**src/design/hhr_ram.sv**
```systemverilog
// ----------------------------------------------------------------------------
// hhr_ram
// Generic single-port-write, single-port-read RAM with registered read data.
// ----------------------------------------------------------------------------
module hhr_ram #(
	parameter int WIDTH = 8,
	parameter int DEPTH = 64
) (
	input  logic                     clk,
	input  logic                     we,
	input  logic [$clog2(DEPTH)-1:0] waddr,
	input  logic [WIDTH-1:0]         wdata,
	input  logic [$clog2(DEPTH)-1:0] raddr,
	output logic [WIDTH-1:0]         rdata
);

	logic [WIDTH-1:0] mem [DEPTH];

	always_ff @(posedge clk) begin
		if (we) begin
			mem[waddr] <= wdata;
		end
		rdata <= mem[raddr];
	end

endmodule

```
**config.mk**
```make
export PLATFORM = sky130hd
export DESIGN_NAME = hhr_ram
export DESIGN_NICKNAME = d
export VERILOG_FILES = /design/src/design/hhr_ram.sv
export SDC_FILE = /design/constraint.sdc
export NUM_CORES = 1
export LEC_CHECK = 0
export BUFFER_PORTS_ARGS = -buffer_cell sky130_fd_sc_hd__buf_2
export CAP_MARGIN = 15
export CORE_MARGIN = 3
export CORE_UTILIZATION = 62
export DETAILED_ROUTE_END_ITERATION = 12
export PLACE_DENSITY = 0.79
export RECOVER_POWER = 25
export SKIP_LAST_GASP = 1
export SYNTH_ARGS = -nofsm -noshare
export SYNTH_HDL_FRONTEND = slang
export SYNTH_SLANG_ARGS = --single-unit
```
**constraint.sdc**
```tcl
create_clock -name clk -period 2.8 [get_ports clk]
set_clock_uncertainty 0.15 [all_clocks]
set_input_delay 0.7 -clock clk [delete_from_list [all_inputs] [get_ports clk]]
set_output_delay 0.7 -clock clk [all_outputs]
set_load 0.03 [all_outputs]
```
== Word-level counts from Yosys, hierarchy flattened ==
Memories as Yosys holds them, arrays and structs flattened. A register that Yosys moved wholly into a read port is not among the register bits.
Index checks and enable logic that the tools add are counted.

* Bits in registers: 0
* Bits in latches: 0
* Memory bits (writable): 512
* ROM bits: 0
* Input bits: 22
* Output and inout port bits: 8
* Word-level logic and storage cells: 3
* Memories: 1

{| class="wikitable"
|+ Memory list
! name !! depth !! width !! rd ports !! clocked after memory_dff !! write ports !! RTL line !! text
|-
| mem || 64 || 8 || 1 || 1 || 1 || 17 || <nowiki>logic [WIDTH-1:0] mem [DEPTH];</nowiki>
|}

* $add $sub $neg: 0
* Multipliers: 0
* Div/mod/pow operators: 0
* Order comparisons: 0
* Eq/ne operators: 0
* Shift operators: 0
* Mux-type cells: 2
* Bitwise logic cells: 0
* Reductions and logical operators: 0

{| class="wikitable"
|+ Operators with widths
! kind !! number
|-
| $mux 1 || 2
|}

== Depth between registers and ports, before layout ==
* Word-level depth: 2
* Depth in mapped cells: 9
* Gate-level depth less buffers: 5

== Worst setup path before layout ==
Ideal clock, no wire load.

* Path type: input to register
* Start: input port raddr[1]
* End: register rdata[3], read port of mem
* Setup time: 128 ps
* Arrival: 2240 ps
* Data required time: 2522 ps
* Slack: 282 ps
* Stages on the path: 7
* Path buffers: 3
* Cells stage by stage: buf_4 -> buf_2 -> buf_2 -> mux4_2 -> mux4_2 -> o21ai_1 -> o41ai_1

{| class="wikitable"
|+ RTL lines
! what !! RTL line !! text
|-
| start: declaration || 13 || <nowiki>input logic [$clog2(DEPTH)-1:0] raddr,</nowiki>
|-
| end: declaration || 14 || <nowiki>output logic [WIDTH-1:0] rdata</nowiki>
|}

==> tab_implementation.tex <==
\begin{tabular}{lr}
\hline
Metric & Value \\
\hline
\multicolumn{2}{l}{\textbf{CTS}} \\
\quad \# H-tree levels & 2 \\
\quad Clock edge transition at the registers on the reported setup and hold paths & 0.06 ns \\
\quad Worst skew pair latency & 0.56 ns \\
\quad Number of instances resized during post-cts repair & 0 \\
\quad Number of clock sinks & 520 \\
\quad Root cell of the clock tree & sky130\_fd\_sc\_hd\_\_clkbuf\_16 \\
\quad Deepest clock path buffer count & 3 \\
\quad Clock buffers created by TritonCTS & 50 \\
\quad Clock tree from TritonCTS & built \\
\quad Quantity of hold-fixing buffers added after cts & 0 \\
\quad Setup repair bufs after CTS & 0 \\
\multicolumn{2}{l}{\textbf{Floorplan}} \\
\quad Starting density of the core & 63.4\% \\
\quad Standard-cell rows & 65 \\
\quad Horizontal die dimension & 186 µm \\
\quad DIE AREA & 0.0347 mm² \\
\quad I/O Pins & 30 \\
\quad Core area & 0.0318 mm² \\
\quad Height of the die & 186 µm \\
\multicolumn{2}{l}{\textbf{Power}} \\
\quad Peak ir drop on the vdd network & 0.505 mV \\
\quad Power share of the combinational group & 5.5\% \\
\quad Leakage power total & 7.61 nW \\
\quad Final Total Pwr & 16.1 mW \\
\quad Total net switching power & 3.28 mW \\
\quad Internal & 12.8 mW \\
\quad Switching fraction of total power & 20.4\% \\
\quad Clock share of power & 40.6\% \\
\quad Power Density & 689 mW/mm² \\
\quad Fraction of power consumed by sequential logic & 53.9\% \\
\multicolumn{2}{l}{\textbf{Cells and area}} \\
\quad Commonest cells after routing, fill and taps aside & sky130\_fd\_sc\_hd\_\_edfxtp\_1, sky130\_fd\_sc\_hd\_\_buf\_4, sky130\_fd\_sc\_hd\_\_mux4\_2 \\
\quad Synthesis-to-finish area growth & 15.6\% \\
\quad Share of post-route cells with drive strength above 1 & 32.6\% \\
\quad Final instance area & 0.0233 mm² \\
\quad Post-layout net count & 1135 \\
\quad Number of fill cells & 1741 \\
\quad Most common cell after layout, fill and taps aside & sky130\_fd\_sc\_hd\_\_edfxtp\_1 \\
\multicolumn{2}{l}{\textbf{Timing}} \\
\quad Worst Hold Margin & 0.414 ns \\
\quad Final-layout setup total negative slack & 0 ns \\
\quad Fin crit share & 88.0\% \\
\quad Final hold viol count & 0 \\
\quad Final setup viols & 0 \\
\quad Unrepaired setup endpoints after global routing & false \\
\quad Smallest setup slack after layout & 0.336 ns \\
\quad Relative max-transition margin & -17.4\% \\
\quad Least-Margin Pin Slew & 1.76 ns \\
\quad Max Fclk & 0.406 GHz \\
\quad Final critical path time including I/O delays and setup & 2.46 ns \\
\quad Final Slew Violations & 37 \\
\multicolumn{2}{l}{\textbf{Global route}} \\
\quad Largest net degree at the start of global routing & 65 \\
\quad Global router's overall resource usage & 27.0\% \\
\quad Number of global-route vias before repair & 10758 \\
\quad Number of antenna violations at the first check in global routing & 0 \\
\quad Overall overflow remaining after global route & 0 \\
\quad Global-route wire length before repair & 69500 µm \\
\multicolumn{2}{l}{\textbf{Synthesis}} \\
\quad Cells taking the most area after synthesis & sky130\_fd\_sc\_hd\_\_edfxtp\_1, sky130\_fd\_sc\_hd\_\_mux4\_2, sky130\_fd\_sc\_hd\_\_nor2\_1, sky130\_fd\_sc\_hd\_\_mux2i\_1, sky130\_fd\_sc\_hd\_\_dfxtp\_1 \\
\quad Number of enable-type register cells in the synthesized netlist & 512 \\
\quad Synthesized instance count & 940 \\
\quad Portion of the post-synthesis area used by sequential elements & 77.0\% \\
\quad Count of cell types in the netlist & 40 \\
\quad Syn\_nets & 962 \\
\quad Synthesized area & 0.0202 mm² \\
\quad Share of the synthesized area in the top cell type & 76.2\% \\
\quad Syn Area/Cell & 21.5 µm² \\
\quad Share of flip-flops with an asynchronous set or reset after synthesis & 0\% \\
\quad Cell type contributing the most total cell area after synthesis & sky130\_fd\_sc\_hd\_\_edfxtp\_1 \\
\quad Primary flip-flop cell chosen by synthesis mapping & sky130\_fd\_sc\_hd\_\_edfxtp\_1 \\
\quad Number of flip-flops and latches in the synthesized netlist & 520 \\
\quad Number of warning messages in the yosys log & 0 \\
\multicolumn{2}{l}{\textbf{Status}} \\
\quad Violations in the final reports & capacitance limit, slew limit \\
\quad Status & finished with violations \\
\multicolumn{2}{l}{\textbf{Drt}} \\
\quad Total via count in the routed design & 10444 \\
\quad Routed Antenna Nets & 0 \\
\quad Routed WL & 45900 µm \\
\quad Total DRC errors in the routed layout & 0 \\
\quad Via/cell ratio & 6.58 \\
\quad DRC violation total after the first TritonRoute iteration & 1541 \\
\quad Detailed-routing iteration count for the pre-antenna-repair pass & 6 \\
\quad Average wire per standard cell & 28.9 µm \\
\multicolumn{2}{l}{\textbf{Worst setup path}} \\
\quad Worst setup path category & in2reg \\
\quad Req. time, crit path & 3.07 ns \\
\quad Max FO, Critical Path & 27 \\
\quad Signal arrival time at the worst endpoint & 2.74 ns \\
\quad Startpoint Class & primary input \\
\quad Critical Path End Type & register \\
\multicolumn{2}{l}{\textbf{Placement}} \\
\quad Placed inst area & 0.0218 mm² \\
\quad DP Worst Slack & -0.165 ns \\
\quad Buffers on Ports & 29 \\
\quad DP HPWL & 28400 µm \\
\quad Routability cong. & 0.890 \\
\multicolumn{2}{l}{\textbf{Job}} \\
\quad Reported max-cap violation count & 1 \\
\multicolumn{2}{l}{\textbf{Worst hold path}} \\
\quad Worst min-delay path class & in2reg \\
\hline
\end{tabular}
[synth_stat cells, drive strengths merged (8+ instances only)]
master and number:
o221ai 8, nand3 13, dfxtp 8, mux2 13
edfxtp 512, mux2i 23, clkbuf 17, buf 34
nor2b 14, o22ai 8, mux4 126, nand2 19
nor2 83
[state kept, by name, summed over array words and instances (netlist names)]
register / count
mem: 512
rdata: 8
[worst max-delay path, cell delays in order]
cell	delay, ns
sky130_fd_sc_hd__clkbuf_8	0.20
sky130_fd_sc_hd__buf_12	0.26
sky130_fd_sc_hd__mux4_2	0.57
sky130_fd_sc_hd__mux4_2	0.48
sky130_fd_sc_hd__o21ai_0	0.40
sky130_fd_sc_hd__nand2_1	0.08
[power groups by stage]
stage | Clock, mW | Combinational [mW] | Sequential (mW)
floorplan | 0 | 0.459 | 8.82
global placement | 0 | 0.860 | 8.81
detailed placement | 0 | 0.880 | 8.81
CTS | 6.59 | 0.889 | 8.65
global route | 6.91 | 0.933 | 8.65
finish | 6.52 | 0.884 | 8.65
[worst paths after layout]
| kind | start | to | slack [ns] | depth (start not counted) |
|---|---|---|---|---|
| min | raddr[5] | rdata[1] | 0.41 | 3 |
| max reg2reg | mem[29][6] | rdata[6] | 0.53 | 6 |
| max | raddr[0] | rdata[7] | 0.34 | 6 |
| min reg2reg | mem[31][6] | rdata[6] | 0.72 | 3 |
[logic make-up (layout without fill, tap and decap cells)]
family          after synthesis  after routing  synth area share [%]
buf+inv                      51            263                  1.57
flops                       520            520                  77.0
compound gates               54             54                  2.07
simple gates                153            153                  3.39
mux                         162            162                  15.9
other cells                   0              1                     0
[stage by stage]
step	util (%)	std cells
floorplan	-	940
global placement	68.4	1496
detailed placement	68.4	1496
CTS	73.5	1587
global route	73.3	1587
finish	73.3	1588
[metal layers]
| metal | global-route usage [%] | wire (µm) |
|---|---|---|
| met1 | 39.4 | 17400 |
| met2 | 42.5 | 22100 |
| met3 | 5.45 | 4820 |
| met4 | 8.58 | 1580 |
| met5 | 0 | 0 |
[area by class of cell]
type / instances / area [µm²] / area share (%)
Antenna cell: 1 / 2.50 / 0.0107
Clock buffer: 64 / 1370 / 5.87
Clock inverter: 27 / 225 / 0.966
Multi-Input combinational cell: 369 / 4320 / 18.5
Sequential cell: 520 / 15500 / 66.6
Tap cell: 435 / 544 / 2.33
Timing Repair Buffer: 172 / 1320 / 5.66
Power figures use the tool's default switching activity.
