==> config.mk <==
export PLATFORM = sky130hd
export DESIGN_NAME = hhr_hash
export DESIGN_NICKNAME = d
export VERILOG_FILES = /design/src/design/hhr_pkg.sv /design/src/design/hhr_hash.sv
export SDC_FILE = /design/constraint.sdc
export NUM_CORES = 2
export LEC_CHECK = 0
export ABC_CLOCK_PERIOD_IN_PS = 15000
export BUFFER_PORTS_ARGS = -buffer_cell sky130_fd_sc_hd__buf_4
export CAP_MARGIN = 20
export CELL_PAD_IN_SITES_DETAIL_PLACEMENT = 1
export CELL_PAD_IN_SITES_GLOBAL_PLACEMENT = 1
export CORE_UTILIZATION = 57
export DETAILED_ROUTE_END_ITERATION = 7
export PLACE_DENSITY_LB_ADDON = 0.25
export SYNTH_ARGS = -nofsm -noshare
export SYNTH_HDL_FRONTEND = slang
export SYNTH_SLANG_ARGS = --single-unit
==> constraint.sdc <==
create_clock -name clk -period 15 [get_ports clk]
set_input_delay 0 -clock clk [delete_from_list [all_inputs] [get_ports clk]]
set_output_delay 0 -clock clk [all_outputs]
set_load 0.005 [all_outputs]
==> src/design/hhr_pkg.sv <==
// ----------------------------------------------------------------------------
// hhr_pkg
// Types and constants shared by the handle hash registry modules.
// ----------------------------------------------------------------------------
package hhr_pkg;

	typedef enum logic [1:0] {
		ACT_INSERT = 2'd0,
		ACT_LOOKUP = 2'd1,
		ACT_DELETE = 2'd2,
		ACT_CLEAR  = 2'd3
	} action_t;

	typedef enum logic [1:0] {
		ST_OK        = 2'd0,
		ST_NOT_FOUND = 2'd1,
		ST_FULL      = 2'd2,
		ST_INVALID   = 2'd3
	} status_t;

	typedef enum logic [1:0] {
		TAG_EMPTY = 2'd0,
		TAG_LIVE  = 2'd1,
		TAG_TOMB  = 2'd2
	} tag_t;

	typedef struct packed {
		tag_t        tag;
		logic [3:0]  htype;
		logic [63:0] key;
	} entry_t;

	localparam logic [63:0] MIX_C1 = 64'hff51afd7ed558ccd;
	localparam logic [63:0] MIX_C2 = 64'hc4ceb9fe1a85ec53;
	localparam int unsigned MIX_SHIFT = 33;
	localparam int unsigned SLOT_OUT_W = 6;
	localparam int unsigned LIVE_OUT_W = 7;

endpackage

==> src/design/hhr_hash.sv <==
// ----------------------------------------------------------------------------
// hhr_hash
// Murmur finalizer over a shared 32x32 multiplier, then reduction to a slot.
// ----------------------------------------------------------------------------
module hhr_hash #(
	parameter int SLOTS = 64
) (
	input  logic                     clk,
	input  logic                     arst_n,
	input  logic                     start,
	input  logic [63:0]              key,
	output logic                     done,
	output logic [$clog2(SLOTS)-1:0] slot
);

	localparam int IDX_W = $clog2(SLOTS);
	localparam bit IS_POW2 = (SLOTS == (1 << IDX_W));
	localparam int FOLD_W = 30;

	function automatic logic [IDX_W-1:0] pow2_mod(input int e);
		int r;
		r = 1;
		for (int i = 0; i < e; i++) begin
			r = (r * 2) % SLOTS;
		end
		return IDX_W'(r);
	endfunction

	localparam logic [IDX_W-1:0] RES_16 = pow2_mod(16);
	localparam logic [IDX_W-1:0] RES_32 = pow2_mod(32);
	localparam logic [IDX_W-1:0] RES_48 = pow2_mod(48);
	localparam logic [32:0]      RECIP  = 33'h100000000 / 33'(SLOTS);

	typedef enum logic [2:0] {
		H_IDLE,
		H_XOR,
		H_MUL,
		H_MOD
	} hstate_t;

	hstate_t           state_q;
	logic [63:0]       v_q;
	logic [63:0]       acc_q;
	logic [63:0]       prod_q;
	logic [1:0]        step_q;
	logic [1:0]        round_q;
	logic [FOLD_W-1:0] fold_q;
	logic [FOLD_W-1:0] quot_q;
	logic [IDX_W:0]    rem_q;

	logic [63:0]       mconst;
	logic [31:0]       mul_a;
	logic [31:0]       mul_b;
	logic [63:0]       mul_p;
	logic [FOLD_W-1:0] fold_sum;
	logic [FOLD_W-1:0] fold_diff;

	assign mconst = round_q[0] ? hhr_pkg::MIX_C2 : hhr_pkg::MIX_C1;

	always_comb begin
		if (state_q == H_MOD) begin
			mul_a = 32'(fold_q);
			mul_b = RECIP[31:0];
		end else begin
			unique case (step_q)
				2'd1: begin
					mul_a = v_q[63:32];
					mul_b = mconst[31:0];
				end
				2'd2: begin
					mul_a = v_q[31:0];
					mul_b = mconst[63:32];
				end
				default: begin
					mul_a = v_q[31:0];
					mul_b = mconst[31:0];
				end
			endcase
		end
	end

	assign mul_p = mul_a * mul_b;

	// Each 16-bit chunk of the hash is weighted by its power of two modulo SLOTS.
	assign fold_sum = FOLD_W'(v_q[15:0])
		+ FOLD_W'(v_q[31:16]) * FOLD_W'(RES_16)
		+ FOLD_W'(v_q[47:32]) * FOLD_W'(RES_32)
		+ FOLD_W'(v_q[63:48]) * FOLD_W'(RES_48);
	assign fold_diff = fold_q - quot_q * FOLD_W'(SLOTS);

	always_ff @(posedge clk or negedge arst_n) begin
		if (!arst_n) begin
			state_q <= H_IDLE;
			done    <= 1'b0;
			step_q  <= 2'd0;
			round_q <= 2'd0;
		end else begin
			done <= 1'b0;
			unique case (state_q)
				H_IDLE: begin
					if (start) begin
						v_q     <= key;
						round_q <= 2'd0;
						state_q <= H_XOR;
					end
				end
				H_XOR: begin
					v_q    <= v_q ^ (v_q >> hhr_pkg::MIX_SHIFT);
					step_q <= 2'd0;
					if (round_q == 2'd2) begin
						state_q <= H_MOD;
					end else begin
						state_q <= H_MUL;
					end
				end
				H_MUL: begin
					step_q <= step_q + 2'd1;
					unique case (step_q)
						2'd0: begin
							prod_q <= mul_p;
						end
						2'd1: begin
							acc_q  <= prod_q;
							prod_q <= mul_p;
						end
						2'd2: begin
							acc_q[63:32] <= acc_q[63:32] + prod_q[31:0];
							prod_q       <= mul_p;
						end
						default: begin
							v_q     <= {acc_q[63:32] + prod_q[31:0], acc_q[31:0]};
							round_q <= round_q + 2'd1;
							state_q <= H_XOR;
						end
					endcase
				end
				H_MOD: begin
					if (IS_POW2) begin
						slot    <= v_q[IDX_W-1:0];
						done    <= 1'b1;
						state_q <= H_IDLE;
					end else begin
						step_q <= step_q + 2'd1;
						unique case (step_q)
							2'd0: begin
								fold_q <= fold_sum;
							end
							2'd1: begin
								quot_q <= mul_p[FOLD_W+31:32];
							end
							2'd2: begin
								rem_q <= fold_diff[IDX_W:0];
							end
							default: begin
								if (rem_q >= (IDX_W+1)'(SLOTS)) begin
									slot <= IDX_W'(rem_q - (IDX_W+1)'(SLOTS));
								end else begin
									slot <= rem_q[IDX_W-1:0];
								end
								done    <= 1'b1;
								state_q <= H_IDLE;
							end
						endcase
					end
				end
				default: begin
					state_q <= H_IDLE;
				end
			endcase
		end
	end

endmodule

==> Word-level counts from Yosys, hierarchy flattened <==
Index checks and enable logic that the tools add are counted.
{ "classes": {"n_addsub": 3, "mul": 1, "n_eq_ne": 8, "mux": 18, "n_bitwise": 1, "reduce_logical": 14} }
{ "op_table": {"columns": ["op", "n"], "rows": [
  ["$pmux W64 S3", 1],
  ["$mux W32", 4],
  ["$mux W64", 2],
  ["$mul A32 B32 Y64", 1],
  ["$pmux W32 S2", 1],
  ["$xor A64 B31 Y64", 1],
  ["$mux W62", 1],
  ["$add A32 B32 Y32", 1],
  ["$reduce_and A3 Y1", 4],
  ["$pmux W3 S3", 1],
  ["$pmux W2 S2", 2],
  ["$eq A3 B2 Y1 const B", 2],
  ["$mux W3", 2],
  ["$reduce_bool A2 Y1", 3],
  ["$add A2 B1 Y2 const B", 2],
  ["$eq A2 B2 Y1 const B", 2],
  ["$mux W2", 2],
  ["$ne A2 B2 Y1 const B", 2],
  ["$reduce_and A2 Y1", 2],
  ["$reduce_and A4 Y1", 1],
  ["$eq A3 B1 Y1 const B", 1],
  ["$logic_not A3 Y1", 1],
  ["$reduce_bool A3 Y1", 1],
  ["$reduce_or A3 Y1", 1],
  ["3 further kinds", 4]
]} }
{ "word_totals": {"regBits": 206, "output_inout_bits": 7} }

==> Longest topological paths before layout <==
{ "depth": {"ltp_word": 4, "mapped_depth": 36} }

==> Worst setup path before layout <==
OpenSTA, ideal clock, no wires.
{ "synth_path": {"kind": "reg2reg", "start": "register step_q[1]", "end": "register prod_q[63] (data pin)", "setup_time_ns": 0.262, "t_arrival_ns": 8.483, "t_required_ns": 14.738, "slack_ns": 6.255, "path_stages_with_launch": 34, "path_buffers": 5, "synth_period_minus_slack_ns": 8.745, "path_cell_list": "dfrtp_1 -> inv_1 -> ha_1 -> buf_2 -> buf_2 -> buf_2 -> buf_2 -> mux2i_1 -> nor2_1 -> nand2_1 -> inv_1 -> fa_1 -> fa_1 -> inv_1 -> fa_1 -> fa_1 -> inv_1 -> fa_1 -> inv_1 -> fa_1 -> fa_1 -> fa_1 -> inv_1 -> ha_1 -> clkbuf_1 -> nand4_1 -> nor4_1 -> a32o_1 -> nor3_1 -> o31a_1 -> o31a_1 -> o21ai_1 -> o221ai_1 -> xnor2_1"} }
{ "synth_via": {"elab_chain_len": 4, "word_cells_on_any_way": 7} }
{ "synth_rtl": {"columns": ["item", "line", "source"], "rows": [
  ["start, declared", "hhr_hash.sv:45", "logic [1:0] step_q;"],
  ["start signal, assigned", "hhr_hash.sv:117", "step_q <= step_q + 2'd1;"],
  ["start signal, assigned", "hhr_hash.sv:143", "step_q <= step_q + 2'd1;"],
  ["$eq A2 B1 Y1 / $eq A2 B2 Y1 (equally long branches)", "hhr_hash.sv:65", "unique case (step_q)"],
  ["$mux W32", "hhr_hash.sv:65", null],
  ["$mux W32", "hhr_hash.sv:61", "if (state_q == H_MOD) begin"],
  ["$mul A32 B32 Y64 (*)", "hhr_hash.sv:82", "assign mul_p = mul_a * mul_b;"],
  ["net mul_p[63]", "hhr_hash.sv:54", "logic [63:0] mul_p;"],
  ["end signal, assigned", "hhr_hash.sv:120", "prod_q <= mul_p;"],
  ["end signal, assigned", "hhr_hash.sv:124", "prod_q <= mul_p;"],
  ["end signal, assigned", "hhr_hash.sv:128", "prod_q <= mul_p;"],
  ["end, declared", "hhr_hash.sv:44", "logic [63:0] prod_q;"]
]} }
Mark *: on every way through the listed nets, which the timed path passes. The rest lies on a longest branch. The select of a mux whose other input is x is not followed.
A chain may end at the register's enable or synchronous reset.

==> Worst setup path after layout <==
{ "layout_path": {"start": "register round_q[0]", "end": "register prod_q[61] (data pin)"} }
{ "layout_via": {"elab_chain_len": 4} }
{ "layout_rtl": {"columns": ["item", "line", "source"], "rows": [
  ["start, declared", "hhr_hash.sv:46", "logic [1:0] round_q;"],
  ["start signal, assigned", "hhr_hash.sv:132", "round_q <= round_q + 2'd1;"],
  ["$mux W62", "hhr_hash.sv:58", "assign mconst = round_q[0] ? hhr_pkg::MIX_C2 : hhr_pkg::MIX_C1;"],
  ["$mux W32", "hhr_hash.sv:65", null],
  ["$mux W32", "hhr_hash.sv:61", null],
  ["$mul A32 B32 Y64", "hhr_hash.sv:82", null],
  ["net mul_p[61]", "hhr_hash.sv:54", null]
]} }
The timed path passes the listed nets, and every way through them passes these cells.

==> metrics.yaml <==
detailed_routing:
  drt_pre_antenna_iters: 7
  drt.antenna.violating_nets: 0
  detail_route.wirelength_um: 161000
  num_vias: 31800
  detailedRoute.firstIterationViolations: 3087
  avgViaCountPerCell: 6.18
  drcViolationCount: 0
  wire_length_per_cell_after_detailed_routing_um: 31.3
clock_tree:
  max-clock-path-buffers: 3
  tritoncts: "built"
  clockRootBuffer: "clkbuf_16"
  cts_htree_levels: 1
  clk_pin_slew_worst_paths_ns: 0.10
  clkLatencyLatePin_ns: 0.53
  cts_made_buffers: 19
  cts_sinks: 205
  cts.repair.resized: 0
layout:
  num-nets-final: 5443
  area_growth_syn_to_layout_pct: 6.97
  multi_input_comb_area_mm2: 0.0302
  drive_gt1_share_pct: 6.04
  fillCellCount: 7828
  final_common_cell: "inv_1"
  layout_common_cells: "inv_1, fa_1, nor2_1"
  seqCellArea_mm2: 0.00612
grt:
  grt_pass1_vias: 35300
  overflow: 0
  grt_antenna_before_repair: 6
  grt_first_pass_wirelength_um: 235000
  overall_routing_resource_usage_pct: 46.3
  grt_max_degree: 62
worst_setup_path:
  setup.worst_path.class: "flip-flop to flip-flop"
  crit_arrival_ns: 10.80
  timing.critical_path.fanout_max: 16
  number_of_cells_traversed_by_the_worst_register_to_register_path: 28
  crit_start: "round_q[0]$_DFFE_PN0P_"
  worstSetupStartpointType: "flip-flop"
  setup.worst_path.end_class: "flip-flop"
  reg2reg_to: "prod_q[61]$_DFFE_PP_"
  highest_cell_delay_on_the_worst_timing_path_ns: 0.79
  worst_ep_required_time_ns: 15.26
  r2r_setup_slack_ns: 4.45
  rr_startpoint: "round_q[0]$_DFFE_PN0P_"
  worst_path_max_delay_cell: "nor2_1"
  critical_path.most_common_cell: "fa_1"
timing:
  min_period_over_period_pct: 70.3
  setup_clock_skew_after_layout_ns: 0.0257
  post-route-worst-setup-slack_ns: 4.45
  report.final.slew_viol_count: 0
  max_freq_ghz: 0.0948
  final_hold_viol_count: 0
  tightestPinTransition_ns: 1.09
  finalHoldWorstSlack_ns: 0.144
  slew-limit-headroom_pct: 25.6
  post-route-min-period_ns: 10.55
  grt_setup_unrepaired: "false"
  setup_viol_count_final: 0
  fin_tns_setup_ns: 0
synthesis:
  syn-instance-count: 4136
  ys_seq_elements: 205
  syn_warnings: 0
  ys_async_sr_fraction_pct: 3.41
  yosys.area_share.xor_xnor_pct: 4.20
  yosysUniqueCellTypes: 71
  syn-cell-area_mm2: 0.0404
  synth_enable_flop_cells: 198
  synth-adder-area-share_pct: 51.5
  synth-seq-area-share_pct: 15.1
  synth_top_family_by_area: "adder cells"
  synth-compound-area-share_pct: 8.34
  syn-mean-instance-area_um2: 9.77
  synth_flop_cell: "edfxtp_1"
  synth.area.mux_share_pct: 1.04
  yosys.area_share.simple_pct: 9.36
  syn-num-nets: 5384
placed_design:
  dp.final_hpwl_um: 132000
  minimum_setup_slack_after_placement_ns: 4.85
  placement.io_buffers: 73
  gpl.final_weighted_congestion: 1.04
floorplanning:
  die-width_um: 268
  num_io_pins: 74
  initial_core_util_pct: 57.6
  floorplan.die_area_mm2: 0.0720
  core-area_mm2: 0.0701
  rows: 97
  die_height_um: 268
worst_hold_path:
  min_path_type: "input port to flip-flop"
  holdPathEnd: "state_q[0]$_DFFE_PN0P_"
  min_delay_path_depth: 5
  holdCritStartpoint: "start"
run:
  max_cap_viols: 0
run_status:
  run_status: "completed"
-- layout make-up --
cell class              count  share of cell area, %
repair buffers            183                   3.58
multi-input cells        2817                   69.7
flip-flops and latches    205                   14.2
clock buffers              21                   1.14
clock inverters            12                  0.226
inverters                 969                   8.41
well taps                 940                   2.72
diodes                      4                 0.0231
-- through the flow --
step / std cells / util (%) / cell area [µm²]
after global placement: 5044 / 59.8 / 41900
after global routing: 5148 / 61.6 / 43200
final: 5151 / 61.6 / 43200
after floorplan: 4136 / - / 40400
after CTS: 5144 / 61.6 / 43200
after detailed placement: 5045 / 59.8 / 41900
-- cell families (layout without fill, tap and decap cells) --
kind of cell             Yosys count  after routing
multiplexers                      41             41
AND/OR/NAND/NOR                  891            891
XOR/XNOR                         194            194
other                              0              4
AO/OA/AOI/OAI                    503            503
flip-flops                       205            205
adder cells (fa/ha/maj)         1188           1188
buffers and inverters           1114           1185
-- routing by layer --
| metal | share of wire (%) | GRT usage [%] |
|---|---|---|
| met5 | 0.014 | 0 |
| met4 | 9.7 | 36.0 |
| met3 | 9.0 | 10.3 |
| met2 | 45 | 72.1 |
| met1 | 36 | 56.0 |
-- Yosys cell counts, types with 17 or more instances --
library cell,n,area share [%]
nand3_1,17,0.21
mux2i_1,33,0.82
fa_1,797,39
xnor2_1,98,2.1
ha_1,384,12
o21ai_0,90,1.1
o21bai_1,26,0.48
a21oi_1,132,1.6
nor2_1,421,3.9
a31oi_1,18,0.28
xor2_1,96,2.1
nand2_1,284,2.6
nand4_1,25,0.39
a221oi_1,33,0.72
a21o_1,95,1.8
o2bb2ai_1,23,0.50
clkbuf_1,128,1.2
inv_1,965,9.0
edfxtp_1,198,15
or2_2,64,0.99
-- state kept, by name, summed over array words and instances (netlist names) --
register,count
state_q,2
acc_q,64
prod_q,64
step_q,2
v_q,64
round_q,2
slot,6
done,1
-- what timing repair did --
action	CTS	global route
hold buffers	66	0
buffers inserted	0	0
hold endpoints to repair	71	0
-- worst max-delay path, delay by kind of cell (launching register included) --
| family | cells | cell delay, ns |
|---|---|---|
| adders and majority gates | 9 | 4.25 |
| AOI/OAI and AO/OA | 9 | 2.12 |
| and+or+nand+nor | 3 | 2.08 |
| buffers and inverters | 5 | 0.75 |
| DFF | 1 | 0.71 |
| xor gates and xnor gates | 2 | 0.34 |
-- worst max-delay path by stage --
stage | to | slack, ns | cells after the start
2_1_floorplan | prod_q[63]$_DFFE_PP_ | 6.26 | 33
3_3_place_gp | prod_q[60]$_DFFE_PP_ | 5.02 | 29
3_5_place_dp | prod_q[60]$_DFFE_PP_ | 4.85 | 31
4_1_cts | prod_q[60]$_DFFE_PP_ | 4.77 | 31
5_1_grt | prod_q[61]$_DFFE_PP_ | 4.21 | 26
6_report | prod_q[61]$_DFFE_PP_ | 4.45 | 28
Power is not shown: default switching activity piles up to over one toggle a cycle in this logic, so the estimate is an artifact.
